==> config.mk <==
export PLATFORM = sky130hd
export DESIGN_NAME = pid_controller_anti_windup_top
export DESIGN_NICKNAME = d
export VERILOG_FILES = /design/src/hdl/pidaw_pkg.sv /design/src/hdl/pid_controller_anti_windup_top.sv
export SDC_FILE = /design/constraint.sdc
export NUM_CORES = 2
export LEC_CHECK = 0
export ABC_CLOCK_PERIOD_IN_PS = 13520
export BUFFER_PORTS_ARGS = -buffer_cell sky130_fd_sc_hd__buf_2
export CELL_PAD_IN_SITES_DETAIL_PLACEMENT = 1
export CELL_PAD_IN_SITES_GLOBAL_PLACEMENT = 2
export CORE_UTILIZATION = 41
export DETAILED_ROUTE_END_ITERATION = 8
export PLACE_DENSITY_LB_ADDON = 0.1
export SETUP_SLACK_MARGIN = 0.02
export SYNTH_ARGS = -nofsm -noshare
export SYNTH_HDL_FRONTEND = slang
export SYNTH_SLANG_ARGS = --single-unit
==> constraint.sdc <==
create_clock -name i_clk -period 13.52 [get_ports i_clk]
set_clock_uncertainty 0.05 [all_clocks]
set_input_delay 2.704 -clock i_clk [delete_from_list [all_inputs] [get_ports i_clk]]
set_output_delay 2.704 -clock i_clk [all_outputs]
set_load 0.02 [all_outputs]
==> src/hdl/pidaw_pkg.sv <==
// Package for the discrete PID controller with anti-windup.
// Holds the fixed-point widths, the register map, the sequencer states and the
// saturation helpers. Depends on nothing else.
package pidaw_pkg;

    localparam int DATA_WIDTH      = 32;
    localparam int FRAC_BITS       = 16;
    localparam int TS_WIDTH        = DATA_WIDTH - 1;
    localparam int PROD_WIDTH      = 2 * DATA_WIDTH;
    localparam int MAG_WIDTH       = PROD_WIDTH - FRAC_BITS;
    localparam int DIV_STEPS       = DATA_WIDTH + 1;
    localparam int DIV_PRE         = DIV_STEPS - FRAC_BITS;
    localparam int CNT_WIDTH       = $clog2(DIV_STEPS);
    localparam int IN_TDATA_WIDTH  = 2 * DATA_WIDTH;
    localparam int OUT_TDATA_WIDTH = ((DATA_WIDTH + 1 + 7) / 8) * 8;
    localparam int ADDR_WIDTH      = 5;
    localparam int APB_WIDTH       = 32;

    typedef logic signed [DATA_WIDTH-1:0] t_data;
    typedef logic        [MAG_WIDTH-1:0]  t_mag;

    localparam t_data SMAX = {1'b0, {(DATA_WIDTH-1){1'b1}}};
    localparam t_data SMIN = {1'b1, {(DATA_WIDTH-1){1'b0}}};

    typedef enum logic [2:0] {
        REG_KP,
        REG_KI,
        REG_KD,
        REG_TS,
        REG_UP,
        REG_LO,
        REG_AW
    } t_reg;

    typedef enum logic [4:0] {
        ST_IDLE,
        ST_ERR,
        ST_DM,
        ST_SUM,
        ST_MUL_P,
        ST_FIN_P,
        ST_MUL_I,
        ST_FIN_I,
        ST_MUL_T,
        ST_FIN_T,
        ST_INTEG,
        ST_MUL_D,
        ST_FIN_D,
        ST_DIV_INIT,
        ST_DIV,
        ST_DIV_FIN,
        ST_PI,
        ST_PID,
        ST_OUT
    } t_state;

    // Saturate a sum or difference that carries one guard bit.
    function automatic t_data sat_wide(input logic [DATA_WIDTH:0] v);
        if (v[DATA_WIDTH] != v[DATA_WIDTH-1]) begin
            return v[DATA_WIDTH] ? SMIN : SMAX;
        end
        return t_data'(v[DATA_WIDTH-1:0]);
    endfunction

    // Apply a sign to a magnitude and saturate to the data width.
    function automatic t_data sat_mag(input t_mag m, input logic neg);
        t_mag lim;
        lim = t_mag'(1) << (DATA_WIDTH - 1);
        if (neg) begin
            if (m > lim) begin
                return SMIN;
            end
            return t_data'(DATA_WIDTH'(0) - m[DATA_WIDTH-1:0]);
        end
        if (m >= lim) begin
            return SMAX;
        end
        return t_data'(m[DATA_WIDTH-1:0]);
    endfunction

    // Magnitude of a signed value; the most negative value maps to 2^(N-1).
    function automatic logic [DATA_WIDTH-1:0] mag_of(input t_data v);
        logic [DATA_WIDTH-1:0] u;
        u = v;
        return u[DATA_WIDTH-1] ? (DATA_WIDTH'(0) - u) : u;
    endfunction

endpackage

==> src/hdl/pid_controller_anti_windup_top.sv <==
// Each accepted input word is worked through the sequencer into the output register; the divider
// steps are skipped when the derivative numerator is zero or its quotient saturates. A new word
// is taken only in idle, once the previous one is done. The datapath has a 33-step serial divider
// and a single shared 32x32 multiplier, which the sequencer uses four times per sample.
// Reset (synchronous, active low) clears the integrator, the previous error and measurement,
// the indicator and the output valid, and loads the register reset values.
module pid_controller_anti_windup_top (
    input  logic                                   i_clk,
    input  logic                                   i_rst_n,
    input  logic                                   i_s_tvalid,
    output logic                                   o_s_tready,
    // [31:0] measured_value, [63:32] target_value
    input  logic [pidaw_pkg::IN_TDATA_WIDTH-1:0]   i_s_tdata,
    output logic                                   o_m_tvalid,
    input  logic                                   i_m_tready,
    // [31:0] drive_value, [32] windup_indicator, [39:33] zero
    output logic [pidaw_pkg::OUT_TDATA_WIDTH-1:0]  o_m_tdata,
    input  logic                                   psel,
    input  logic                                   penable,
    input  logic                                   pwrite,
    input  logic [pidaw_pkg::ADDR_WIDTH-1:0]       paddr,
    input  logic [pidaw_pkg::APB_WIDTH-1:0]        pwdata,
    output logic [pidaw_pkg::APB_WIDTH-1:0]        prdata,
    output logic                                   pready
);
    import pidaw_pkg::*;

    // Configuration registers
    t_data                r_kp, r_ki, r_kd, r_up, r_lo;
    logic [TS_WIDTH-1:0]  r_ts;
    logic                 r_aw;

    // Controller state
    t_data                r_integ, r_last_err, r_last_meas;
    logic                 r_ind;

    // Sequencer and datapath
    t_state               r_state, n_state;
    t_data                r_meas, r_tgt, r_err, r_dm, r_s, r_p, r_mres, r_d, r_ctrl;
    logic [PROD_WIDTH-1:0] r_prod;
    logic                 r_neg;
    logic [TS_WIDTH-1:0]  r_rem;
    logic [DIV_STEPS-1:0] r_dq;
    logic [CNT_WIDTH-1:0] r_cnt;
    logic                 r_dneg;
    logic                 r_out_valid;
    logic [OUT_TDATA_WIDTH-1:0] r_out_data;

    t_reg                 reg_idx;
    logic                 cfg_wr;
    t_data                alu_a, alu_b, alu_res;
    logic                 alu_sub;
    logic [DATA_WIDTH:0]  alu_wide;
    logic [DATA_WIDTH-1:0] mul_a, mul_b;
    logic                 mul_neg;
    logic [PROD_WIDTH-1:0] mul_prod;
    t_data                mul_res;
    logic [DATA_WIDTH-1:0] div_mag;
    logic                 div_zero, div_ovf;
    logic [TS_WIDTH:0]    div_trial, div_diff;
    logic                 div_ge;
    logic                 in_acc, out_load;

    // ------------------------------------------------------------------
    // Configuration port
    // ------------------------------------------------------------------
    assign pready  = 1'b1;
    assign reg_idx = t_reg'(paddr[ADDR_WIDTH-1:2]);
    assign cfg_wr  = psel && penable && pwrite && pready;

    always_ff @(posedge i_clk) begin
        if (!i_rst_n) begin
            r_kp <= '0;
            r_ki <= '0;
            r_kd <= '0;
            r_ts <= TS_WIDTH'(1) << FRAC_BITS;
            r_up <= SMAX;
            r_lo <= SMIN;
            r_aw <= 1'b0;
        end else if (cfg_wr) begin
            unique case (reg_idx)
                REG_KP: r_kp <= t_data'(pwdata[DATA_WIDTH-1:0]);
                REG_KI: r_ki <= t_data'(pwdata[DATA_WIDTH-1:0]);
                REG_KD: r_kd <= t_data'(pwdata[DATA_WIDTH-1:0]);
                REG_TS: r_ts <= pwdata[TS_WIDTH-1:0];
                REG_UP: r_up <= t_data'(pwdata[DATA_WIDTH-1:0]);
                REG_LO: r_lo <= t_data'(pwdata[DATA_WIDTH-1:0]);
                REG_AW: r_aw <= pwdata[0];
                default: ;
            endcase
        end
    end

    always_comb begin
        unique case (reg_idx)
            REG_KP:  prdata = APB_WIDTH'(unsigned'(r_kp));
            REG_KI:  prdata = APB_WIDTH'(unsigned'(r_ki));
            REG_KD:  prdata = APB_WIDTH'(unsigned'(r_kd));
            REG_TS:  prdata = APB_WIDTH'(r_ts);
            REG_UP:  prdata = APB_WIDTH'(unsigned'(r_up));
            REG_LO:  prdata = APB_WIDTH'(unsigned'(r_lo));
            REG_AW:  prdata = APB_WIDTH'(r_aw);
            default: prdata = '0;
        endcase
    end

    // ------------------------------------------------------------------
    // Shared units: one saturating adder, one multiplier, one divider step
    // ------------------------------------------------------------------
    assign alu_wide = alu_sub ? ({alu_a[DATA_WIDTH-1], alu_a} - {alu_b[DATA_WIDTH-1], alu_b})
                              : ({alu_a[DATA_WIDTH-1], alu_a} + {alu_b[DATA_WIDTH-1], alu_b});
    assign alu_res  = sat_wide(alu_wide);

    assign mul_prod = PROD_WIDTH'(mul_a) * PROD_WIDTH'(mul_b);
    // The product is a magnitude; dropping the fraction bits truncates toward zero.
    assign mul_res  = sat_mag(r_prod[PROD_WIDTH-1:FRAC_BITS], r_neg);

    // Quotient bits above the divider width (one more than the data width) would saturate anyway,
    // so they are detected up front and the divider produces only the lower bits.
    assign div_mag   = mag_of(r_mres);
    assign div_zero  = (r_mres == '0);
    assign div_ovf   = ((div_mag >> DIV_PRE) >= DATA_WIDTH'(r_ts));
    assign div_trial = {r_rem, r_dq[DIV_STEPS-1]};
    assign div_diff  = div_trial - {1'b0, r_ts};
    assign div_ge    = (div_trial >= {1'b0, r_ts});

    assign in_acc   = i_s_tvalid && o_s_tready;
    assign out_load = (r_state == ST_OUT) && (!r_out_valid || i_m_tready);

    // ------------------------------------------------------------------
    // Sequencer: next state
    // ------------------------------------------------------------------
    always_comb begin
        n_state = r_state;
        unique case (r_state)
            ST_IDLE:     if (i_s_tvalid) n_state = ST_ERR;
            ST_ERR:      n_state = ST_DM;
            ST_DM:       n_state = ST_SUM;
            ST_SUM:      n_state = ST_MUL_P;
            ST_MUL_P:    n_state = ST_FIN_P;
            ST_FIN_P:    n_state = ST_MUL_I;
            ST_MUL_I:    n_state = ST_FIN_I;
            ST_FIN_I:    n_state = ST_MUL_T;
            ST_MUL_T:    n_state = ST_FIN_T;
            ST_FIN_T:    n_state = ST_INTEG;
            ST_INTEG:    n_state = ST_MUL_D;
            ST_MUL_D:    n_state = ST_FIN_D;
            ST_FIN_D:    n_state = ST_DIV_INIT;
            ST_DIV_INIT: n_state = (div_zero || div_ovf) ? ST_PI : ST_DIV;
            ST_DIV:      if (r_cnt == '0) n_state = ST_DIV_FIN;
            ST_DIV_FIN:  n_state = ST_PI;
            ST_PI:       n_state = ST_PID;
            ST_PID:      n_state = ST_OUT;
            ST_OUT:      if (!r_out_valid || i_m_tready) n_state = ST_IDLE;
            default:     n_state = ST_IDLE;
        endcase
    end

    // ------------------------------------------------------------------
    // Sequencer: operand selection for the shared units
    // ------------------------------------------------------------------
    always_comb begin
        alu_a   = r_tgt;
        alu_b   = r_meas;
        alu_sub = 1'b1;
        mul_a   = mag_of(r_kp);
        mul_b   = mag_of(r_err);
        mul_neg = r_kp[DATA_WIDTH-1] ^ r_err[DATA_WIDTH-1];
        unique case (r_state)
            ST_DM: begin
                alu_a = r_meas;
                alu_b = r_last_meas;
            end
            ST_SUM: begin
                alu_a   = r_err;
                alu_b   = r_last_err;
                alu_sub = 1'b0;
            end
            ST_INTEG: begin
                alu_a   = r_integ;
                alu_b   = r_mres;
                alu_sub = 1'b0;
            end
            ST_PI: begin
                alu_a   = r_p;
                alu_b   = r_integ;
                alu_sub = 1'b0;
            end
            ST_PID: begin
                alu_a   = r_ctrl;
                alu_b   = r_d;
                alu_sub = 1'b0;
            end
            ST_MUL_I: begin
                mul_a   = mag_of(r_ki);
                mul_b   = mag_of(r_s);
                mul_neg = r_ki[DATA_WIDTH-1] ^ r_s[DATA_WIDTH-1];
            end
            ST_MUL_T: begin
                // The sample period is never negative.
                mul_a   = DATA_WIDTH'(r_ts);
                mul_b   = mag_of(r_mres);
                mul_neg = r_mres[DATA_WIDTH-1];
            end
            ST_MUL_D: begin
                mul_a   = mag_of(r_kd);
                mul_b   = mag_of(r_dm);
                mul_neg = r_kd[DATA_WIDTH-1] ^ r_dm[DATA_WIDTH-1];
            end
            default: ;
        endcase
    end

    // ------------------------------------------------------------------
    // Control state
    // ------------------------------------------------------------------
    always_ff @(posedge i_clk) begin
        if (!i_rst_n) begin
            r_state     <= ST_IDLE;
            r_out_valid <= 1'b0;
            r_integ     <= '0;
            r_last_err  <= '0;
            r_last_meas <= '0;
            r_ind       <= 1'b0;
        end else begin
            r_state <= n_state;
            if (out_load) begin
                r_out_valid <= 1'b1;
            end else if (i_m_tready) begin
                r_out_valid <= 1'b0;
            end
            if (r_state == ST_DM) begin
                r_last_meas <= r_meas;
            end
            if (r_state == ST_SUM) begin
                r_last_err <= r_err;
            end
            if (r_state == ST_INTEG) begin
                if (!r_aw) begin
                    r_integ <= alu_res;
                end else if (alu_res <= r_up) begin
                    r_integ <= alu_res;
                    r_ind   <= 1'b1;
                end else begin
                    r_integ <= '0;
                    r_ind   <= 1'b0;
                end
            end
        end
    end

    // ------------------------------------------------------------------
    // Datapath registers
    // ------------------------------------------------------------------
    always_ff @(posedge i_clk) begin
        unique case (r_state)
            ST_IDLE: begin
                if (in_acc) begin
                    r_meas <= t_data'(i_s_tdata[DATA_WIDTH-1:0]);
                    r_tgt  <= t_data'(i_s_tdata[IN_TDATA_WIDTH-1:DATA_WIDTH]);
                end
            end
            ST_ERR: r_err <= alu_res;
            ST_DM:  r_dm  <= alu_res;
            ST_SUM: r_s   <= alu_res;
            ST_MUL_P, ST_MUL_I, ST_MUL_T, ST_MUL_D: begin
                r_prod <= mul_prod;
                r_neg  <= mul_neg;
            end
            ST_FIN_P: r_p <= mul_res;
            ST_FIN_I, ST_FIN_T, ST_FIN_D: r_mres <= mul_res;
            ST_DIV_INIT: begin
                r_dneg <= r_mres[DATA_WIDTH-1];
                r_rem  <= TS_WIDTH'(div_mag >> DIV_PRE);
                r_dq   <= {div_mag[DIV_PRE-1:0], {FRAC_BITS{1'b0}}};
                r_cnt  <= CNT_WIDTH'(DIV_STEPS - 1);
                if (div_zero) begin
                    r_d <= '0;
                end else if (div_ovf) begin
                    // Also covers a zero sample period.
                    r_d <= r_mres[DATA_WIDTH-1] ? SMIN : SMAX;
                end
            end
            ST_DIV: begin
                r_rem <= div_ge ? div_diff[TS_WIDTH-1:0] : div_trial[TS_WIDTH-1:0];
                r_dq  <= {r_dq[DIV_STEPS-2:0], div_ge};
                r_cnt <= r_cnt - CNT_WIDTH'(1);
            end
            ST_DIV_FIN: r_d <= sat_mag(MAG_WIDTH'(r_dq), r_dneg);
            ST_PI:      r_ctrl <= alu_res;
            ST_PID: begin
                // With crossed limits the upper limit is checked first and wins for values above it.
                if (alu_res > r_up) begin
                    r_ctrl <= r_up;
                end else if (alu_res < r_lo) begin
                    r_ctrl <= r_lo;
                end else begin
                    r_ctrl <= alu_res;
                end
            end
            ST_OUT: begin
                if (out_load) begin
                    r_out_data <= {{(OUT_TDATA_WIDTH-DATA_WIDTH-1){1'b0}}, r_ind, r_ctrl};
                end
            end
            default: ;
        endcase
    end

    assign o_s_tready = (r_state == ST_IDLE);
    assign o_m_tvalid = r_out_valid;
    assign o_m_tdata  = r_out_data;

endmodule

==> results_dict.tcl <==
set metrics [dict create \
    status "finished, final reports clean" \
    cts.clk_slew.worst_paths_ps 70 \
    first_global_vias 67200 \
    cp.buffers_inverters 9 \
    cts_hold_buf 0 \
    ctsRootBufferMaster "clkbuf_16" \
    criticalPathCategory "reg -> reg" \
    ys_seq_area_share_pct 25.8 \
    cts.repair.resized 0 \
    end_kind "flop" \
    synth_edf_count 441 \
    async_flop_share_pct 0 \
    cp_max_fo 31 \
    ys_ff_latch 736 \
    antenna_found_initial 12 \
    drc_errors 0 \
    fmax_mhz 76.5 \
    fill_cells 20800 \
    final.period_utilization_pct 96.6 \
    start_kind "flop" \
    yosysMostFrequentCell "nand2_1" \
    synth_top_flop_cell "edfxtp_1" \
    dp_hpwl_um 260000 \
    yosysTopAreaCell "fa_1" \
    grt_start_max_net_pins 89 \
    hold_viol 0 \
    ff2ff_path_depth 40 \
    core_mm2 0.179 \
    cts_buffers 89 \
    cts-htree-levels 3 \
    num_vias 65200 \
    rsz0062_at_grt "no" \
    min_path_type "reg -> reg" \
    drt_iter0_drc 6250 \
    cts.sinks 736 \
    io_buffers 172 \
    crit_path_max_incr_delay_ps 960 \
    fp-row-count 155 \
    rrSetupSlack_ps 450 \
    netlist_area_mm2 0.0743 \
    worstPathRequired_ps 13950 \
    maxSlewViolCount 0 \
    postCtsSetupRepairBufs 0 \
    setup_viol 0 \
    drtAntennaViolNets 0 \
    worst_path_max_delay_cell "a222oi_1" \
    dr.pass1.iters 9 \
    power_density_mw_per_mm2 141 \
    timing.rr.end "r_ctrl[12]" \
    initial_core_util_pct 41.5 \
    whs_endpoint "o_m_tdata[11]" \
    critPathArrivalTime_ps 13500 \
    place.gp.congestion 0.956 \
    ios 183 \
    die_w_um 428 \
    yosysTopAreaCellShare_pct 24.2 \
    fin_hold_ws_ps 402 \
    synth.distinct_cells 100 \
    synthesis.instances 8367 \
    areaGrowthSynthToFinish_pct 10.4 \
    cpMostUsedCell "a21o_1" \
    leakagePower_nw 35.8 \
    hold_path.startpoint "r_ctrl[11]" \
    die_area_mm2 0.183 \
    cpLargestDelayFamily "compound AO/OA/AOI/OAI gates" \
    cts_buffer_depth 3 \
    relSlewSlack_pct 17.5 \
    drive_gt1_share_pct 8.75 \
    vias_per_cell 6.01 \
    post-route-min-period_ps 13070 \
    worst_pin_slew_ps 1230 \
    die_y_um 428 \
    peakVddDrop_mv 0.216 \
    wl_per_cell_um 30.7 \
    multi_input_area_mm2 0.0496 \
    synth_common_cells "nand2_1, inv_1, fa_1, nor2_1, edfxtp_1" \
    cap_violations 0 \
    cts_tree "done" \
    setup_tns_ps 0 \
    synthTopCellsByArea "fa_1, edfxtp_1, dfxtp_1" \
    grt_pass1_wl_um 479000 \
    clkLatencyLatePin_ps 770 \
    totalPowerFinal_w 0.0115 \
    grt.total_usage_pct 36.0 \
    synth_area_per_cell_um2 8.88 \
    yosys_warnings 0 \
    reg2reg_from "r_state[4]" \
    layout.nets 9840 \
    seq_area_mm2 0.0192 \
    grt_overflow 0 \
    worst_hold_path.num_cells 0 \
    utilization_pct 45.8 \
    drt_wl_total_um 333000 \
]
[how the worst max path moves through the flow]
stage / from / endpoint / slack, ps / depth (start not counted)
finish: r_state[4] / r_ctrl[12] / 450 / 40
CTS: r_kd[6] / r_prod[51] / 900 / 34
detailed placement: r_kd[2] / r_prod[51] / 940 / 33
global route: r_state[0] / r_ctrl[12] / 70 / 44
floorplan: r_state[2] / r_ctrl[0] / 3140 / 41
global placement: r_kd[6] / r_prod[51] / 1170 / 34
[metal layers]
metal | vias to the layer above | part of all wire (%) | track usage (%)
li1 | 27900 | - | -
met1 | 34100 | 42 | 48.5
met2 | 2566 | 45 | 57.0
met3 | 667 | 6.5 | 4.58
met4 | 8 | 6.0 | 18.4
met5 | - | 0.017 | 0
[stage by stage]
| step | area [µm²] | setup slack, ps | cells |
|---|---|---|---|
| global placement | 78900 | 1170 | 10700 |
| global route | 82100 | 72.1 | 10900 |
| CTS | 82100 | 902 | 10900 |
| detailed placement | 78900 | 937 | 10700 |
| floorplan | 74400 | 3140 | 8373 |
| finish | 82100 | 454 | 10900 |
[where the power goes]
part | leakage, nW | internal [W] | switching (W)
Clock | 1.50 | 0.00149 | 0.00113
Combinational | 27.9 | 0.00157 | 0.00451
Sequential | 6.40 | 0.00271 | 0.000134
Total | 35.8 | 0.00576 | 0.00577
[state kept, by name, indices dropped and copies added, names as in the netlist, 32 cells and up]
register,count
r_prod,48
o_m_tdata,33
r_dq,33
r_ctrl,32
r_d,32
r_dm,32
r_err,32
r_integ,32
r_kd,32
r_ki,32
r_kp,32
r_last_err,32
r_last_meas,32
r_lo,32
r_meas,32
r_mres,32
r_p,32
r_s,32
r_tgt,32
r_up,32
[placed cells by master, fill, tap and decap left out, types with 25 or more instances in the layout]
cell type     n
o21ai_0     245
nor2_1      796
mux2i_1      40
nor4_1       32
buf_2       172
nand2b_1     60
and2_1       44
nor3b_1      32
edfxtp_1    441
nor2b_1      45
a21o_1       85
nand4_1      70
ha_1        416
o41ai_1      36
a222oi_1     37
o22ai_1      66
or3_1        52
o31ai_1      65
nand2_1    1259
or2_2        25
o211ai_1     41
buf_4       254
xnor2_1     121
dfxtp_1     293
fa_1        897
xor2_1      219
and3_1       36
a21oi_1     408
clkbuf_16    90
a211oi_1     41
a31oi_1      25
a22oi_1     143
inv_1      1168
or4_1        56
nand3_1      86
nor3_1       83
[area by class of cell]
class                   count  area share [%]
diodes                      1         0.00305
flip-flops and latches    736            23.3
clock buffers             117            2.99
clock inverters            50           0.816
multi-input cells        5985            60.4
inverters                1178            5.40
repair buffers            429            3.45
well taps                2355            3.59
[logic make-up (layout without fill, tap and decap cells)]
logic type,Yosys count,count (layout),synth area share [%]
compound gates,1509,1509,13.6
xor+xnor,341,341,4.02
simple gates,2765,2765,16.3
other cells,2,9,0.0101
mux,48,48,0.660
fa+ha+maj,1314,1314,31.2
buf+inv,1652,1774,8.44
flops,736,736,25.8
No activity file was read; power rests on OpenSTA's default activity.
